==> src/rtl/core/rle_nibble_sprite_row_decoder_unit_macros.svh <==
// ----------------------------------------------------------------------------
// rle sprite decoder assertion macros
// assertion shorthands for the sprite row decoder controller
// ----------------------------------------------------------------------------
`ifndef RLE_NIBBLE_SPRITE_ROW_DECODER_UNIT_MACROS_SVH
`define RLE_NIBBLE_SPRITE_ROW_DECODER_UNIT_MACROS_SVH

// generic clocked assertion, disabled while the active-low reset is low
`define RLESPRITE_ASSERT(lbl, clk, rstn, prop, msg) \
    lbl: assert property (@(posedge clk) disable iff (!rstn) prop) else $error(msg);

// assertion on the block clock and reset
`define RLESPRITE_ASSERT_AR(lbl, prop, msg) \
    `RLESPRITE_ASSERT(lbl, aclk, aresetn, prop, msg)

`endif

==> src/rtl/core/rlesprite_pkg.sv <==
// ----------------------------------------------------------------------------
// rlesprite_pkg
// shared types, constants and palette lookup for the sprite row decoder
// ----------------------------------------------------------------------------
package rlesprite_pkg;

    // configuration port geometry
    localparam int CFG_IDX_W  = 2;
    localparam int CFG_DATA_W = 8;

    // configuration register indexes
    localparam logic [CFG_IDX_W-1:0] CFG_CEL_WIDTH   = 2'd0;
    localparam logic [CFG_IDX_W-1:0] CFG_CEL_HEIGHT  = 2'd1;
    localparam logic [CFG_IDX_W-1:0] CFG_TRANSP_CLR  = 2'd2;
    localparam logic [CFG_IDX_W-1:0] CFG_MIRROR_EN   = 2'd3;

    // field widths
    localparam int COL_W    = 10;
    localparam int ROW_W    = 8;
    localparam int CLR_W    = 4;
    localparam int RUN_W    = 5;

    // palette component levels
    localparam logic [7:0] LVL_0 = 8'h00;
    localparam logic [7:0] LVL_L = 8'h55;
    localparam logic [7:0] LVL_M = 8'hAA;
    localparam logic [7:0] LVL_H = 8'hFF;

    // commands from controller to datapath
    typedef struct packed {
        logic start_run;
        logic row_end;
        logic emit;
    } rlesprite_cmd_t;

    // status from datapath to controller
    typedef struct packed {
        logic in_end_of_row;
        logic in_count_nz;
        logic out_free;
        logic run_last;
        logic remain_nz;
    } rlesprite_sts_t;

    // fixed 16-entry ega palette, {red, green, blue}
    function automatic logic [23:0] ega_rgb(input logic [CLR_W-1:0] clr);
        logic [23:0] rgb;
        case (clr)
            4'd0:    rgb = {LVL_0, LVL_0, LVL_0};
            4'd1:    rgb = {LVL_0, LVL_0, LVL_M};
            4'd2:    rgb = {LVL_0, LVL_M, LVL_0};
            4'd3:    rgb = {LVL_0, LVL_M, LVL_M};
            4'd4:    rgb = {LVL_M, LVL_0, LVL_0};
            4'd5:    rgb = {LVL_M, LVL_0, LVL_M};
            4'd6:    rgb = {LVL_M, LVL_L, LVL_0};
            4'd7:    rgb = {LVL_M, LVL_M, LVL_M};
            4'd8:    rgb = {LVL_L, LVL_L, LVL_L};
            4'd9:    rgb = {LVL_L, LVL_L, LVL_H};
            4'd10:   rgb = {LVL_L, LVL_H, LVL_L};
            4'd11:   rgb = {LVL_L, LVL_H, LVL_H};
            4'd12:   rgb = {LVL_H, LVL_L, LVL_L};
            4'd13:   rgb = {LVL_H, LVL_L, LVL_H};
            4'd14:   rgb = {LVL_H, LVL_H, LVL_L};
            4'd15:   rgb = {LVL_H, LVL_H, LVL_H};
            default: rgb = {LVL_0, LVL_0, LVL_0};
        endcase
        return rgb;
    endfunction

endpackage

==> src/rtl/core/rle_nibble_sprite_row_decoder_unit.sv <==
// ----------------------------------------------------------------------------
// rle_nibble_sprite_row_decoder_unit
// run-length sprite row decoder, one column of a double-wide pixel per output transfer
//
//   channel  dir  handshake            payload
//   s_       in   s_valid / s_ready    s_rle_byte
//   m_       out  m_valid / m_ready    pixel_x, pixel_y, rgb, opaque, inside, last
//   cfg_     in   cfg_wr_en            cfg_addr, cfg_wdata
//
// a run byte of count n is taken, then its 2n columns go one per cycle from the
// run counter into the single output register while that register is free
// an end-of-row byte or a zero-count byte is taken and gives no pixel
// a pixel waiting with m_ready low holds the output register and stalls the run
// synchronous active-low reset, no clearing pass
// ----------------------------------------------------------------------------
module rle_nibble_sprite_row_decoder_unit
    import rlesprite_pkg::*;
(
    input  logic                  aclk,
    input  logic                  aresetn,
    input  logic                  cfg_wr_en,
    input  logic [CFG_IDX_W-1:0]  cfg_addr,
    input  logic [CFG_DATA_W-1:0] cfg_wdata,
    input  logic                  s_valid,
    output logic                  s_ready,
    input  logic [7:0]            s_rle_byte,
    output logic                  m_valid,
    input  logic                  m_ready,
    output logic signed [9:0]     m_pixel_x,
    output logic [7:0]            m_pixel_y,
    output logic [7:0]            m_red,
    output logic [7:0]            m_green,
    output logic [7:0]            m_blue,
    output logic                  m_opaque,
    output logic                  m_inside_res,
    output logic                  m_last
);

    rlesprite_cmd_t cmd;
    rlesprite_sts_t status;

    // run sequencing
    rlesprite_ctrl u_ctrl (
        .aclk    (aclk),
        .aresetn (aresetn),
        .s_valid (s_valid),
        .s_ready (s_ready),
        .status  (status),
        .cmd     (cmd)
    );

    // counters, palette and output register
    rlesprite_dp u_dp (
        .aclk         (aclk),
        .aresetn      (aresetn),
        .cfg_wr_en    (cfg_wr_en),
        .cfg_addr     (cfg_addr),
        .cfg_wdata    (cfg_wdata),
        .s_rle_byte   (s_rle_byte),
        .cmd          (cmd),
        .status       (status),
        .m_valid      (m_valid),
        .m_ready      (m_ready),
        .m_pixel_x    (m_pixel_x),
        .m_pixel_y    (m_pixel_y),
        .m_red        (m_red),
        .m_green      (m_green),
        .m_blue       (m_blue),
        .m_opaque     (m_opaque),
        .m_inside_res (m_inside_res),
        .m_last       (m_last)
    );

endmodule

==> src/rtl/core/rlesprite_ctrl.sv <==
// ----------------------------------------------------------------------------
// rlesprite_ctrl
// controller: takes run bytes and sequences the pixels of each run
// ----------------------------------------------------------------------------
`include "rle_nibble_sprite_row_decoder_unit_macros.svh"

module rlesprite_ctrl
    import rlesprite_pkg::*;
(
    input  logic           aclk,
    input  logic           aresetn,
    input  logic           s_valid,
    output logic           s_ready,
    input  rlesprite_sts_t status,
    output rlesprite_cmd_t cmd
);

    typedef enum logic {
        ST_IDLE,
        ST_RUN
    } state_t;

    state_t state_reg;
    state_t state_next;
    logic   accept;
    logic   run_done;

    // input side only open between runs
    assign s_ready = (state_reg == ST_IDLE);
    assign accept  = s_valid && s_ready;

    // commands
    always_comb begin
        cmd.start_run = accept && status.in_count_nz;
        cmd.row_end   = accept && status.in_end_of_row;
        cmd.emit      = (state_reg == ST_RUN) && status.out_free;
    end

    // final pixel of the run is loaded into the output register this cycle
    assign run_done = cmd.emit && status.run_last;

    // next state
    always_comb begin
        state_next = state_reg;
        case (state_reg)
            ST_IDLE: begin
                if (cmd.start_run) begin
                    state_next = ST_RUN;
                end
            end
            ST_RUN: begin
                if (run_done) begin
                    state_next = ST_IDLE;
                end
            end
            default: state_next = ST_IDLE;
        endcase
    end

    // state register
    always_ff @(posedge aclk) begin
        if (!aresetn) begin
            state_reg <= ST_IDLE;
        end else begin
            state_reg <= state_next;
        end
    end

    `RLESPRITE_ASSERT_AR(a_last_ends_run, run_done |=> state_reg == ST_IDLE, "run overran")
    `RLESPRITE_ASSERT_AR(a_run_has_pixels, state_reg == ST_RUN |-> status.remain_nz, "empty run")
    `RLESPRITE_ASSERT_AR(a_start_enters_run, cmd.start_run |=> state_reg == ST_RUN, "no run")

endmodule

==> src/rtl/core/rlesprite_dp.sv <==
// ----------------------------------------------------------------------------
// rlesprite_dp
// datapath: config registers, column and row counters, run counter, output
// ----------------------------------------------------------------------------
module rlesprite_dp
    import rlesprite_pkg::*;
(
    input  logic                  aclk,
    input  logic                  aresetn,
    input  logic                  cfg_wr_en,
    input  logic [CFG_IDX_W-1:0]  cfg_addr,
    input  logic [CFG_DATA_W-1:0] cfg_wdata,
    input  logic [7:0]            s_rle_byte,
    input  rlesprite_cmd_t        cmd,
    output rlesprite_sts_t        status,
    output logic                  m_valid,
    input  logic                  m_ready,
    output logic signed [9:0]     m_pixel_x,
    output logic [7:0]            m_pixel_y,
    output logic [7:0]            m_red,
    output logic [7:0]            m_green,
    output logic [7:0]            m_blue,
    output logic                  m_opaque,
    output logic                  m_inside_res,
    output logic                  m_last
);

    // configuration
    logic [7:0]       cel_width_reg;
    logic [7:0]       cel_height_reg;
    logic [CLR_W-1:0] transp_reg;
    logic             mirror_reg;

    // decode state
    logic [COL_W-1:0] col_reg, col_next;
    logic [ROW_W-1:0] row_reg, row_next;
    logic             fresh_reg, fresh_next;
    logic [RUN_W-1:0] remain_reg, remain_next;
    logic [CLR_W-1:0] clr_reg, clr_next;
    logic             out_valid_reg, out_valid_next;

    // output payload
    logic signed [COL_W-1:0] pix_x_reg;
    logic [ROW_W-1:0]        pix_y_reg;
    logic [23:0]             rgb_reg;
    logic                    opaque_reg;
    logic                    inside_reg;
    logic                    last_reg;

    logic [COL_W-1:0] dbl_width;
    logic [COL_W-1:0] row_start;
    logic [COL_W-1:0] col_step;
    logic [ROW_W:0]   row_inc;
    logic             is_opaque;
    logic             run_last;

    // doubled width and row start column
    assign dbl_width = {1'b0, cel_width_reg, 1'b0};
    assign row_start = mirror_reg ? (dbl_width - COL_W'(1)) : '0;
    assign col_step  = mirror_reg ? (col_reg - COL_W'(1)) : (col_reg + COL_W'(1));
    assign row_inc   = {1'b0, row_reg} + (ROW_W+1)'(1);
    assign is_opaque = (clr_reg != transp_reg);
    assign run_last  = (remain_reg == RUN_W'(1));

    // status
    always_comb begin
        status.in_end_of_row = (s_rle_byte == 8'd0);
        status.in_count_nz   = (s_rle_byte[3:0] != 4'd0);
        status.out_free      = !out_valid_reg || m_ready;
        status.run_last      = run_last;
        status.remain_nz     = (remain_reg != '0);
    end

    // configuration writes
    always_ff @(posedge aclk) begin
        if (!aresetn) begin
            cel_width_reg  <= '0;
            cel_height_reg <= '0;
            transp_reg     <= '0;
            mirror_reg     <= 1'b0;
        end else if (cfg_wr_en) begin
            case (cfg_addr)
                CFG_CEL_WIDTH:  cel_width_reg  <= cfg_wdata;
                CFG_CEL_HEIGHT: cel_height_reg <= cfg_wdata;
                CFG_TRANSP_CLR: transp_reg     <= cfg_wdata[CLR_W-1:0];
                CFG_MIRROR_EN:  mirror_reg     <= cfg_wdata[0];
                default: ;
            endcase
        end
    end

    // counters and run control
    always_comb begin
        col_next       = col_reg;
        row_next       = row_reg;
        fresh_next     = fresh_reg;
        remain_next    = remain_reg;
        clr_next       = clr_reg;
        out_valid_next = out_valid_reg && !m_ready;
        if (cmd.row_end) begin
            row_next   = (row_inc >= {1'b0, cel_height_reg}) ? '0 : row_inc[ROW_W-1:0];
            fresh_next = 1'b1;
        end
        if (cmd.start_run) begin
            if (fresh_reg) begin
                col_next = row_start;
            end
            fresh_next  = 1'b0;
            remain_next = {1'b0, s_rle_byte[3:0]} << 1;
            clr_next    = s_rle_byte[7:4];
        end
        if (cmd.emit) begin
            col_next       = col_step;
            remain_next    = remain_reg - RUN_W'(1);
            out_valid_next = 1'b1;
        end
    end

    always_ff @(posedge aclk) begin
        if (!aresetn) begin
            col_reg       <= '0;
            row_reg       <= '0;
            fresh_reg     <= 1'b1;
            remain_reg    <= '0;
            clr_reg       <= '0;
            out_valid_reg <= 1'b0;
        end else begin
            col_reg       <= col_next;
            row_reg       <= row_next;
            fresh_reg     <= fresh_next;
            remain_reg    <= remain_next;
            clr_reg       <= clr_next;
            out_valid_reg <= out_valid_next;
        end
    end

    // output pixel register
    always_ff @(posedge aclk) begin
        if (cmd.emit) begin
            pix_x_reg  <= col_reg;
            pix_y_reg  <= row_reg;
            rgb_reg    <= is_opaque ? ega_rgb(clr_reg) : '0;
            opaque_reg <= is_opaque;
            inside_reg <= !col_reg[COL_W-1] && (col_reg < dbl_width);
            last_reg   <= run_last;
        end
    end

    assign m_valid      = out_valid_reg;
    assign m_pixel_x    = pix_x_reg;
    assign m_pixel_y    = pix_y_reg;
    assign m_red        = rgb_reg[23:16];
    assign m_green      = rgb_reg[15:8];
    assign m_blue       = rgb_reg[7:0];
    assign m_opaque     = opaque_reg;
    assign m_inside_res = inside_reg;
    assign m_last       = last_reg;

endmodule

==> config.mk <==
export PLATFORM = sky130hd
export DESIGN_NAME = rle_nibble_sprite_row_decoder_unit
export DESIGN_NICKNAME = d
export VERILOG_FILES = /design/src/rtl/core/rlesprite_pkg.sv /design/src/rtl/core/rle_nibble_sprite_row_decoder_unit.sv /design/src/rtl/core/rlesprite_ctrl.sv /design/src/rtl/core/rlesprite_dp.sv
export VERILOG_INCLUDE_DIRS = /design/src /design/src/rtl/core
export SDC_FILE = /design/constraint.sdc
export NUM_CORES = 1
export LEC_CHECK = 0
export BUFFER_PORTS_ARGS = -buffer_cell sky130_fd_sc_hd__buf_2
export CAP_MARGIN = 20
export CORE_UTILIZATION = 55
export DETAILED_ROUTE_END_ITERATION = 8
export PLACE_DENSITY = 0.78
export SYNTH_ARGS = -nofsm -noshare
export SYNTH_HDL_FRONTEND = slang
export SYNTH_SLANG_ARGS = --single-unit
==> constraint.sdc <==
create_clock -name aclk -period 2.9 [get_ports aclk]
set_input_delay 0 -clock aclk [delete_from_list [all_inputs] [get_ports aclk]]
set_output_delay 0 -clock aclk [all_outputs]
set_load 0.02 [all_outputs]
# Word-level counts from Yosys, hierarchy flattened
# Memories as Yosys holds them, arrays and structs flattened. A register that Yosys moved wholly into a read port is not among the register bits.
# Cells that the tools add are included.
[word_totals]
reg_bits = 72
out_inout_bits = 47
memories = 1
word_cells = 67
inputBits = 23
rom_bits = 384
[op_classes]
add_sub_neg = 5
magnitude_cmp = 2
bitwise_logic = 1
n_eq_ne = 5
n_reduce_logical = 23
muxes = 14
[memory_table]
columns = ["name", "depth", "word_bits", "rd", "rd_ports_with_merged_regs", "write_ports", "line", "rtl"]
rows = [
  ["(no name shown)", 16, 24, 1, 1, 0, "rlesprite_pkg.sv:48", "case (clr)"],
]
[ops]
columns = ["cell", "n"]
rows = [
  ["$mux 10", 5],
  ["$add 10x1->10 const B", 1],
  ["$lt 10x9->1", 1],
  ["$mux 5", 2],
  ["$reduce_and 2->1", 5],
  ["$sub 10x1->10 const B", 1],
  ["$sub 9x1->10 const B", 1],
  ["$add 8x1->9 const B", 1],
  ["$ge 9x8->1", 1],
  ["$logic_not 8->1", 1],
  ["$mux 8", 1],
  ["$logic_and 1x1->1", 7],
  ["$reduce_bool 2->1", 3],
  ["$eq 5x1->1 const B", 1],
  ["$mux 1", 5],
  ["$sub 5x1->5 const B", 1],
  ["$eq 2x2->1 const B", 2],
  ["$logic_not 1->1", 4],
  ["$ne 4x4->1", 1],
  ["$reduce_bool 4->1", 1],
  ["$eq 2x1->1 const B", 1],
  ["$logic_not 2->1", 1],
  ["$pmux 1 s2", 1],
  ["$logic_or 1x1->1", 1],
  ["$not 1->1", 1],
]

# Logic depth before layout (Yosys ltp)
# Gate-level depths: netlist of the first run.
[depth]
word_depth = 6
ltp_mapped = 11
depth_no_buf = 10

# Hierarchy
# A second synthesis of the first run with hierarchy kept.
[hier_totals]
hier_cells = 423
hier_area_um2 = 4106.4
[by_module_without_submodules]
columns = ["mod", "instances", "area_per_inst_um2", "cells_per_inst", "seq_area_each_um2"]
rows = [
  ["rlesprite_dp", 1, 4045.1, 415, 1781.7],
  ["rlesprite_ctrl", 1, 61.3, 8, 20.0],
]

# Least setup slack after synthesis of the first run
# Ideal clock, no wire load.
[synth_path]
kind = "register to register"
start = "register u_dp.row_reg[0]"
end = "register u_dp.row_reg[2]"
setup_ns = 0.074
required_time_ns = 2.826
slack_ns = 0.619
n_path_buf = 1
stages_incl_launch_ff = 12
synth_period_minus_slack_ns = 2.281
arrival_ns = 2.207
path_cell_list = "dfxtp_1 > ha_1 > nand2_1 > nor2_1 > xor2_1 > ha_1 > a21oi_1 > o2111ai_1 > a311oi_2 > buf_4 > nand3b_1 > a31oi_1"
[synth_between]
elab_chain_len = 3
[synth_lines]
columns = ["element", "line", "rtl"]
rows = [
  ["from (decl)", "rlesprite_dp.sv:36", "logic [ROW_W-1:0] row_reg, row_next;"],
  ["from (signal assigned)", "rlesprite_dp.sv:129", "row_reg <= row_next;"],
  ["$add 8x1->9 (*)", "rlesprite_dp.sv:61", "assign row_inc = {1'b0, row_reg} + (ROW_W+1)'(1);"],
  ["$ge 9x8->1", "rlesprite_dp.sv:101", "row_next = (row_inc >= {1'b0, cel_height_reg}) ? '0 : row_inc[ROW_W-1:0];"],
  ["$mux 8 (*)", "rlesprite_dp.sv:101", ""],
]
# Mark *: on every way between the ends. The rest lies on a longest branch, timed or not.
# A chain may end at the register's enable or synchronous reset.

# Final worst setup path of the first run
[layout_path]
start = "register u_dp.row_reg[0]"
end = "register u_dp.row_reg[6]"
# Same word-level chain as after synthesis.

==> results by stage, run 1 <==
Clock network:
- Counting the buffers created by CTS gives 9.
- The count of instances resized after the clock tree is built is 0.
- At the later pin of the worst-skew pair, clock insertion delay measures 360 ps.
- The H-tree depth is 3.
- The maximum count of clock buffers along a single path is 2.
- The clock root buffer is clkbuf_8.
- Clock tree synthesis found a total of 77 sinks.
- TritonCTS built the clock tree.
- The clock-pin slew reported for the worst setup and hold paths after clock tree synthesis is 90 ps.
- The quantity of hold-fixing buffers added after cts is 17.
- The number of buffers inserted by post-CTS setup repair is 0.

Die:
- The number of rows created at floorplan is 31.
- The floorplan step defined a die boundary enclosing 7785 um^2.
- The I/O pin count is 70.
- From left edge to right edge, the die measures 88.24 um.
- After floorplanning, the core was sized to cover 7214 um^2.
- The floorplan step set the die height to 88.24 um.
- The effective utilization at floorplan is 56.69%.

STA:
- The final critical path takes up 92.01% of the cycle.
- The worst-case headroom to the max-slew limit is 41.65%.
- For the final database, setup skew stands at 12.33 ps.
- The final hold violation count is 0.
- The number of failing setup endpoints in the final timing report is 0.
- The maximum clock frequency is 0.3748 GHz.
- Setup repair after global routing left no endpoint under its margin.
- For the pin with the worst max-slew slack, the measured transition is 871.5 ps.
- The final-report max-slew violation count came to 0.
- The final sum of negative setup slack is 0 ps.
- Subtracting the final worst setup slack from the clock period gives 2668 ps.

Route:
- The routed via count divided by cell count is 5.655.
- Dividing the detail-routed wire length by the instance count gives 14.99 um.
- The first TritonRoute pass finished after 5 iterations.
- The detailed router finished its first iteration with 202 violations.
- Once detail routing completed, the nets flagged for antenna violations numbered 0.
- In the routed design, unresolved DRC markers number 0.
- The via total after detailed routing is 3359.
- The total wirelength of the detailed-routed design is 8.905 mm.

Power and ir drop:
- The power density over cell area is 541.3 nW/um^2.
- Power comes to 2.580 mW.
- The worst-case IR drop observed on VDD is 0.2417 mV.
- The static leakage power is 2.079 nW.

Synth:
- Sequential elements use 44.05% of the synthesized area.
- The number of library cell types mapped by synthesis is 60.
- Counting every instance in the synthesized netlist gives 420.
- Synthesis produced a netlist with a net count of 471.
- The mean instance size in the synthesized netlist is 9.739 um^2.
- Among all flip-flop cells after synthesis, the most frequent one is dfxtp_1.
- The combined area of all synthesized cells is 4090 um^2.
- Counting flops with a built-in enable in the synthesized netlist gives 26.
- The synthesis warning total is 0.
- The proportion of synthesized flip-flops having asynchronous set or reset is 0%.
- In this run, synthesis produced a sequential element count of 77.

Place:
- The placer's final routability congestion estimate is 0.8060.
- The count of buffers added on input and output ports is 69.
- Once detailed placement completed, the half-perimeter wirelength came to 6.065 mm.

Global routing:
- The via count of the first global-routing pass is 2985.
- The first global-routing pass estimated 14.03 mm of wire.
- The pin count of the biggest net entering global routing is 35.
- The global route total overflow is 0.
- In the global route stage, overall resource usage came out at 23.56%.
- The number of antenna violations at the first check in global routing is 0.

Finish:
- The final net count is 541.
- The multi-input combinational cell area is 1963 um^2.
- The area growth from synthesis to layout is 16.52%.
- Cells with a size suffix above 1 make up 20.00% of the layout.
- The number of fillers in the final layout is 600.
- The number of antenna diodes in the final layout is 0.
- The sequential standard cell area is 1802 um^2.

Critical path:
- The arrival time of data at the critical path endpoint is 2960 ps.
- The worst register-to-register path ends at u_dp.row_reg[6]$_SDFFE_PN0P_.
- At the worst endpoint, the required time is 3190 ps.
- The internal reg-to-reg setup slack is 230 ps.
- The nature of the critical path startpoint is a flop.
- In this run the critical register-to-register path is launched from u_dp.row_reg[0]$_SDFFE_PN0P_.
- The start-to-end type of the worst setup path is flop to flop.
- Following the worst setup path forward leads to its endpoint at u_dp.row_reg[6]$_SDFFE_PN0P_.
- The peak fanout along the critical path is 11.
- The logic depth of the worst register-to-register path is 11.
- The kind of end point of the critical path is a flop.
- Tracing the worst setup path back leads to its startpoint at u_dp.row_reg[0]$_SDFFE_PN0P_.

Status:
- The run finished with clean final reports.

Flow run:
- The number of maximum-capacitance constraint violations is 0.

Min path:
- The path class of the tightest hold or removal check is primary input to flop.
-- critical path, cell delays in order (launching register included) --
cell and delay, ps:
dfxtp_1 440, ha_1 290, nand2_1 80, nor2_1 260, xor2_1 180, ha_1 280
a21oi_1 190, o2111ai_1 130, a311oi_2 220, buf_4 230, nand3b_1 110, a31oi_1 200
-- logic make-up (layout without fill, tap and decap cells) --
kind of cell               after synthesis  count (layout)  share of synthesized area (%)
AOI/OAI and AO/OA                       99              99                          16.58
and+or+nand+nor                        121             121                          15.14
adders and majority gates               28              28                          8.749
xor gates and xnor gates                19              19                          4.069
buffers and inverters                   62             137                          7.953
DFF                                     77              77                          44.05
muxes                                   14              14                          3.457
-- metal layers --
metal / track usage [%] / up-vias / part of all wire, %
met5: 0 / - / 0
met4: 10.41 / 0 / 2.3
li1: - / 1648 / -
met3: 4.198 / 19 / 4.7
met1: 33.02 / 1576 / 48
met2: 35.73 / 116 / 45
-- through the flow --
step / cells / utilization [%] / hold slack, ps / area, um^2 / setup slack [ps]
2_1_floorplan: 420 / - / 136.0 / 4090 / 618.6
3_3_place_gp: 561 / 60.82 / 248.1 / 4388 / 498.4
3_5_place_dp: 561 / 60.82 / 249.8 / 4388 / 325.6
4_1_cts: 594 / 66.06 / 50.81 / 4766 / 258.5
5_1_grt: 594 / 66.06 / 105.0 / 4766 / 17.93
6_report: 594 / 66.06 / 81.05 / 4766 / 231.8
-- cell type report --
| cell class | count | area share [%] |
|---|---|---|
| Sequential cell | 77 | 37.81 |
| Tap cell | 99 | 2.599 |
| Clock inverter | 6 | 1.470 |
| Inverter | 29 | 2.284 |
| Timing Repair Buffer | 92 | 11.76 |
| Multi-Input combinational cell | 281 | 41.19 |
| Clock buffer | 10 | 2.888 |
-- cell usage after synthesis (all sizes together), types with 3 or more instances --
library cell	n	area share, %
nor2	40	3.7
dfxtp	51	25
nand2	23	2.4
nand2b	3	0.46
and2	3	0.46
a21o	6	1.1
nor3	7	0.86
ha	27	8.3
nand4	5	0.76
nand3b	7	1.3
edfxtp	26	19
buf	24	4.5
mux2i	13	3.2
nand3	15	2.1
o31ai	3	0.55
inv	28	2.6
a21oi	32	3.9
xnor2	13	2.8
xor2	6	1.3
and3	4	0.61
nor2b	4	0.61
o21ai	11	1.3
a32o	4	0.98
a211oi	8	1.5
a31oi	8	1.2
o21a	5	0.92
o311ai	3	0.64
clkbuf	9	0.83
-- cell usage in the layout (no fill, tap or decap), types with 4 or more instances in the layout --
cell type | synthesis | final
dfxtp_1 | 51 | 51
a31oi_1 | 8 | 8
dlygate4sd3_1 | 0 | 17
nor2b_1 | 4 | 4
buf_4 | 20 | 6
xor2_1 | 6 | 6
nand4_1 | 5 | 5
a21oi_1 | 32 | 32
ha_1 | 27 | 27
mux2i_1 | 13 | 13
nor2_1 | 40 | 40
nand3_1 | 14 | 14
o21ai_1 | 4 | 4
edfxtp_1 | 26 | 26
xnor2_1 | 13 | 13
a32o_1 | 4 | 4
nand2_1 | 21 | 21
a211oi_1 | 8 | 8
nor3_1 | 7 | 7
nand3b_1 | 7 | 7
o21a_1 | 5 | 5
o21ai_0 | 7 | 7
buf_2 | 2 | 69
inv_1 | 27 | 27
a21o_1 | 6 | 6
and3_1 | 4 | 4
clkbuf_8 | 0 | 10
-- worst min-delay path by stage --
| stage | startpoint | to | slack, ps | cells after the start |
|---|---|---|---|---|
| after floorplan | s_rle_byte[3] | u_dp.remain_reg[4]$_SDFFE_PN0P_ | 140 | 2 |
| after global placement | cfg_wdata[6] | u_dp.cel_width_reg[6]$_SDFFE_PN0P_ | 250 | 3 |
| after detailed placement | cfg_wdata[6] | u_dp.cel_width_reg[6]$_SDFFE_PN0P_ | 250 | 3 |
| after CTS | s_rle_byte[0] | u_dp.remain_reg[1]$_SDFFE_PN0P_ | 50 | 3 |
| after global routing | cfg_addr[1] | u_dp.mirror_reg$_SDFFE_PN0P_ | 110 | 4 |
| final | s_rle_byte[0] | u_dp.remain_reg[1]$_SDFFE_PN0P_ | 80 | 3 |
-- where the power goes --
part	total (mW)	switching, mW	leakage [nW]	internal, mW
registers	1.24	0.0525	0.671	1.19
clock network	0.860	0.433	0.0955	0.427
logic	0.477	0.283	1.31	0.194
(Power assumes the default switching activity.)
==> run 2, diff against run 1 <==
--- a/config.mk
+++ b/config.mk
@@ -8,9 +8,10 @@
 export LEC_CHECK = 0
 export BUFFER_PORTS_ARGS = -buffer_cell sky130_fd_sc_hd__buf_2
 export CAP_MARGIN = 20
-export CORE_UTILIZATION = 55
+export CORE_ASPECT_RATIO = 0.75
+export CORE_UTILIZATION = 51
 export DETAILED_ROUTE_END_ITERATION = 8
-export PLACE_DENSITY = 0.78
+export PLACE_DENSITY = 0.76
 export SYNTH_ARGS = -nofsm -noshare
 export SYNTH_HDL_FRONTEND = slang
 export SYNTH_SLANG_ARGS = --single-unit
==> constraint.sdc (replaced) <==
create_clock -name aclk -period 2.15 [get_ports aclk]
set_input_delay 0 -clock aclk [delete_from_list [all_inputs] [get_ports aclk]]
set_output_delay 0 -clock aclk [all_outputs]
set_load 0.02 [all_outputs]
==> run 2 against run 1 <==
- the flow now finishes with violations (negative setup slack)
- via count is 3.5% higher
- clock-buffer cell count increased by 1
- final area up 5.5%
- worst hold slack lost 63 ps
- routed wire length is 8.2% higher
- critical path type unchanged
- critical endpoint is now u_dp.row_reg[5]$_SDFFE_PN0P_
- largest cell class unchanged
==> results by stage, run 2 (same netlist as run 1, synthesis figures left out) <==
Finish:
- The library cell used most frequently in the layout, excluding fill and tap cells, is buf_2.
- The number of fillers in the final layout is 592.
- In the layout the commonest cells are 70 x buf_2, 45 x dfxtp_1, 38 x nor2_1, 30 x a21oi_1, 27 x inv_1.
- The share of post-route cells with drive strength above 1 is 26.51%.
- The final net count is 559.
- The sequential standard cell area is 1819 um^2.
- The number of antenna cells inserted is 0.
- The count of cells in the finished layout, fillers not included, comes to 614.
- The area of all placed cells without fillers is 5029 um^2.
- The multi-input combinational cell area is 2086 um^2.
- The area growth from synthesis to layout is 22.94%.

Global routing:
- The layer flagged by global routing as most heavily used is met2.
- The number of antenna violations at the first check in global routing was 0.
- Global routing used 23.96% of the available tracks.
- The met3 capacity usage during global routing is 5.633%.
- The met1 demand-to-capacity share in global routing is 31.58%.
- The fraction of met2 tracks used by global routing is 38.49%.
- The pin count of the biggest net entering global routing is 35.
- The via count of the first global-routing pass is 3254.
- The global route total overflow is 0.
- The first global-routing pass estimated 15.53 mm of wire.

STA:
- The largest clock skew in the final design is 7.390 ps.
- The number of failing setup endpoints in the final timing report is 8.
- The slew at the pin with the worst max-slew slack is 800.6 ps.
- Hold timing on the final database bottoms out at a slack of 18.28 ps.
- Setup repair after global routing could not meet its margin everywhere.
- The final-report max-slew violation count is 0.
- The final period demand of the worst path is 2343 ps.
- The final hold violation count is 0.
- The slack of the critical path is -193.2 ps.
- After layout, the worst path uses 109.0% of the clock period.
- The maximum clock frequency is 0.4268 GHz.
- The worst-case headroom to the max-slew limit is 46.38%.

Place:
- The placed instances occupy a cell area of 4569 um^2.
- Summed over all nets, the half-perimeter wirelength after detailed placement is 6.641 mm.
- The count of input and output buffers is 69.
- At the placement stage, the worst setup path has a slack of -162.3 ps.
- The placer's final routability congestion estimate is 0.8109.
- The total placed cells including tap cells is 579.

Critical path:
- STA classifies the critical path startpoint as a flop.
- For the worst setup path, the data arrival time is 2630 ps.
- The internal reg-to-reg setup slack is -190 ps.
- Of all nets on the critical path, the largest fanout is 6.
- The start-to-end type of the worst setup path is flop to flop.
- The worst register-to-register path begins at u_dp.row_reg[3]$_SDFFE_PN0P_.
- The kind of end point of the critical path is a flop.
- The startpoint of the worst setup timing path is u_dp.row_reg[3]$_SDFFE_PN0P_.
- The critical path required time is 2440 ps.

Die:
- The area of the placeable core is 7533 um^2.
- The chip width is 105.4 um.
- Once the floorplan was initialized, standard cells occupied 54.29% of the core.
- The floorplan step set the die height to 79.56 um.
- Row generation in the floorplan step produced 27 rows.
- The I/O pin count is 70.
- The floorplan step defined a die boundary enclosing 8386 um^2.

Clock network:
- Clock tree synthesis selected as its root buffer the cell clkbuf_8.
- Clock-pin slew was measured on the worst setup and hold paths at 80 ps.
- The TritonCTS sink count is 77.
- TritonCTS built the clock tree.
- The later-pin clock latency in the skew report is 360 ps.
- TritonCTS created 9 clock buffers.
- Counting along the longest clock path gives a buffer depth of 2.
- The H-tree generated during clock tree synthesis spans 3 levels.

Route:
- The number of optimization iterations in the first detailed-route pass is 5.
- For this block, the initial DRC count from the detailed router was 259.
- The residual antenna-violating net count after detailed routing is 0.
- The final routed wire length divided by cell count is 15.69 um.
- Detailed routing inserted a total of 3475 vias.
- The final layout contains routed wiring with a total length of 9.635 mm.
- Using the TritonRoute via totals, the vias-per-cell ratio works out to 5.660.
- The remaining design rule violation count is 0.

Power and ir drop:
- IR analysis of the VDD net gives a maximum drop of 0.2851 mV.
- Power spread over the standard cell area amounts to 680.5 nW/um^2.
- In this run the static leakage power is 2.214 nW.

Min path:
- The startpoint identified for the worst hold timing path is aresetn.
- The path class of the lowest-slack min-delay path is primary input to flop.

Status:
- The run finished, with violations left.
- The final reports fail on negative setup slack.

Flow run:
- The tool flagged a number of max-cap violations equal to 0.
run 2: changes by cell type in the layout (fill, tap and decap cells not counted), sizes merged:
| cell | change |
|---|---|
| buf | +18 |
| clkinvlp | -2 |
| inv | -1 |
| clkinv | +2 |
| clkbuf | +1 |
run 2: worst max-delay path, cell delays in order (launching register included):
cell and delay, ps:
dfxtp_4 370, nand3_4 90, buf_6 130, nor2_4 130
xor2_2 230, ha_4 260, a21oi_4 150, o2111ai_2 120
a311oi_2 350, buf_4 210, nand3b_1 90, a21oi_2 130
run 2: through the flow:
stage / TNS (ps) / utilization [%] / power, mW
after global placement: 0 / 60.65 / 2.305
after floorplan: -5.703 / - / 2.164
after detailed placement: -855.6 / 60.65 / 2.323
after CTS: -311.2 / 65.94 / 3.431
after global routing: -2016 / 66.75 / 3.581
final: -1375 / 66.75 / 3.422
run 2: metal layers:
metal  up-vias  wire length [um]
met5         -                 0
met4         0               218
met3        18               623
met2       150              4331
met1      1624              4460
li1       1683                 -
run 2: final timing paths:
| kind | end | cells after the start |
|---|---|---|
| max | u_dp.row_reg[5]$_SDFFE_PN0P_ | 11 |
| min | u_dp.col_reg[5]$_SDFFE_PN0P_ | 3 |
| max reg2reg | u_dp.row_reg[5]$_SDFFE_PN0P_ | 11 |
| min reg2reg | u_dp.fresh_reg$_SDFFE_PN1P_ | 2 |
run 2: cell type report:
cell class,count,share of cell area [%]
Clock buffer,11,2.613
Clock inverter,5,1.194
Inverter,29,2.165
Multi-Input combinational cell,281,41.48
Sequential cell,77,36.18
Tap cell,101,2.513
Timing Repair Buffer,110,13.86
run 2: repair_timing:
item                                    4_1_cts  5_1_grt
hold endpoints to repair                     32        0
hold buffers                                 17        0
gates resized for setup                       8        8
cloned                                        1        0
pin swaps                                    10        7
buffers inserted                              0        1
endpoints found under the setup margin        8        9
run 2: power by group:
part           internal, mW  total (mW)  switching [mW]
Combinational         0.270       0.660           0.390
Clock                 0.542        1.09           0.551
Sequential             1.60        1.67          0.0683
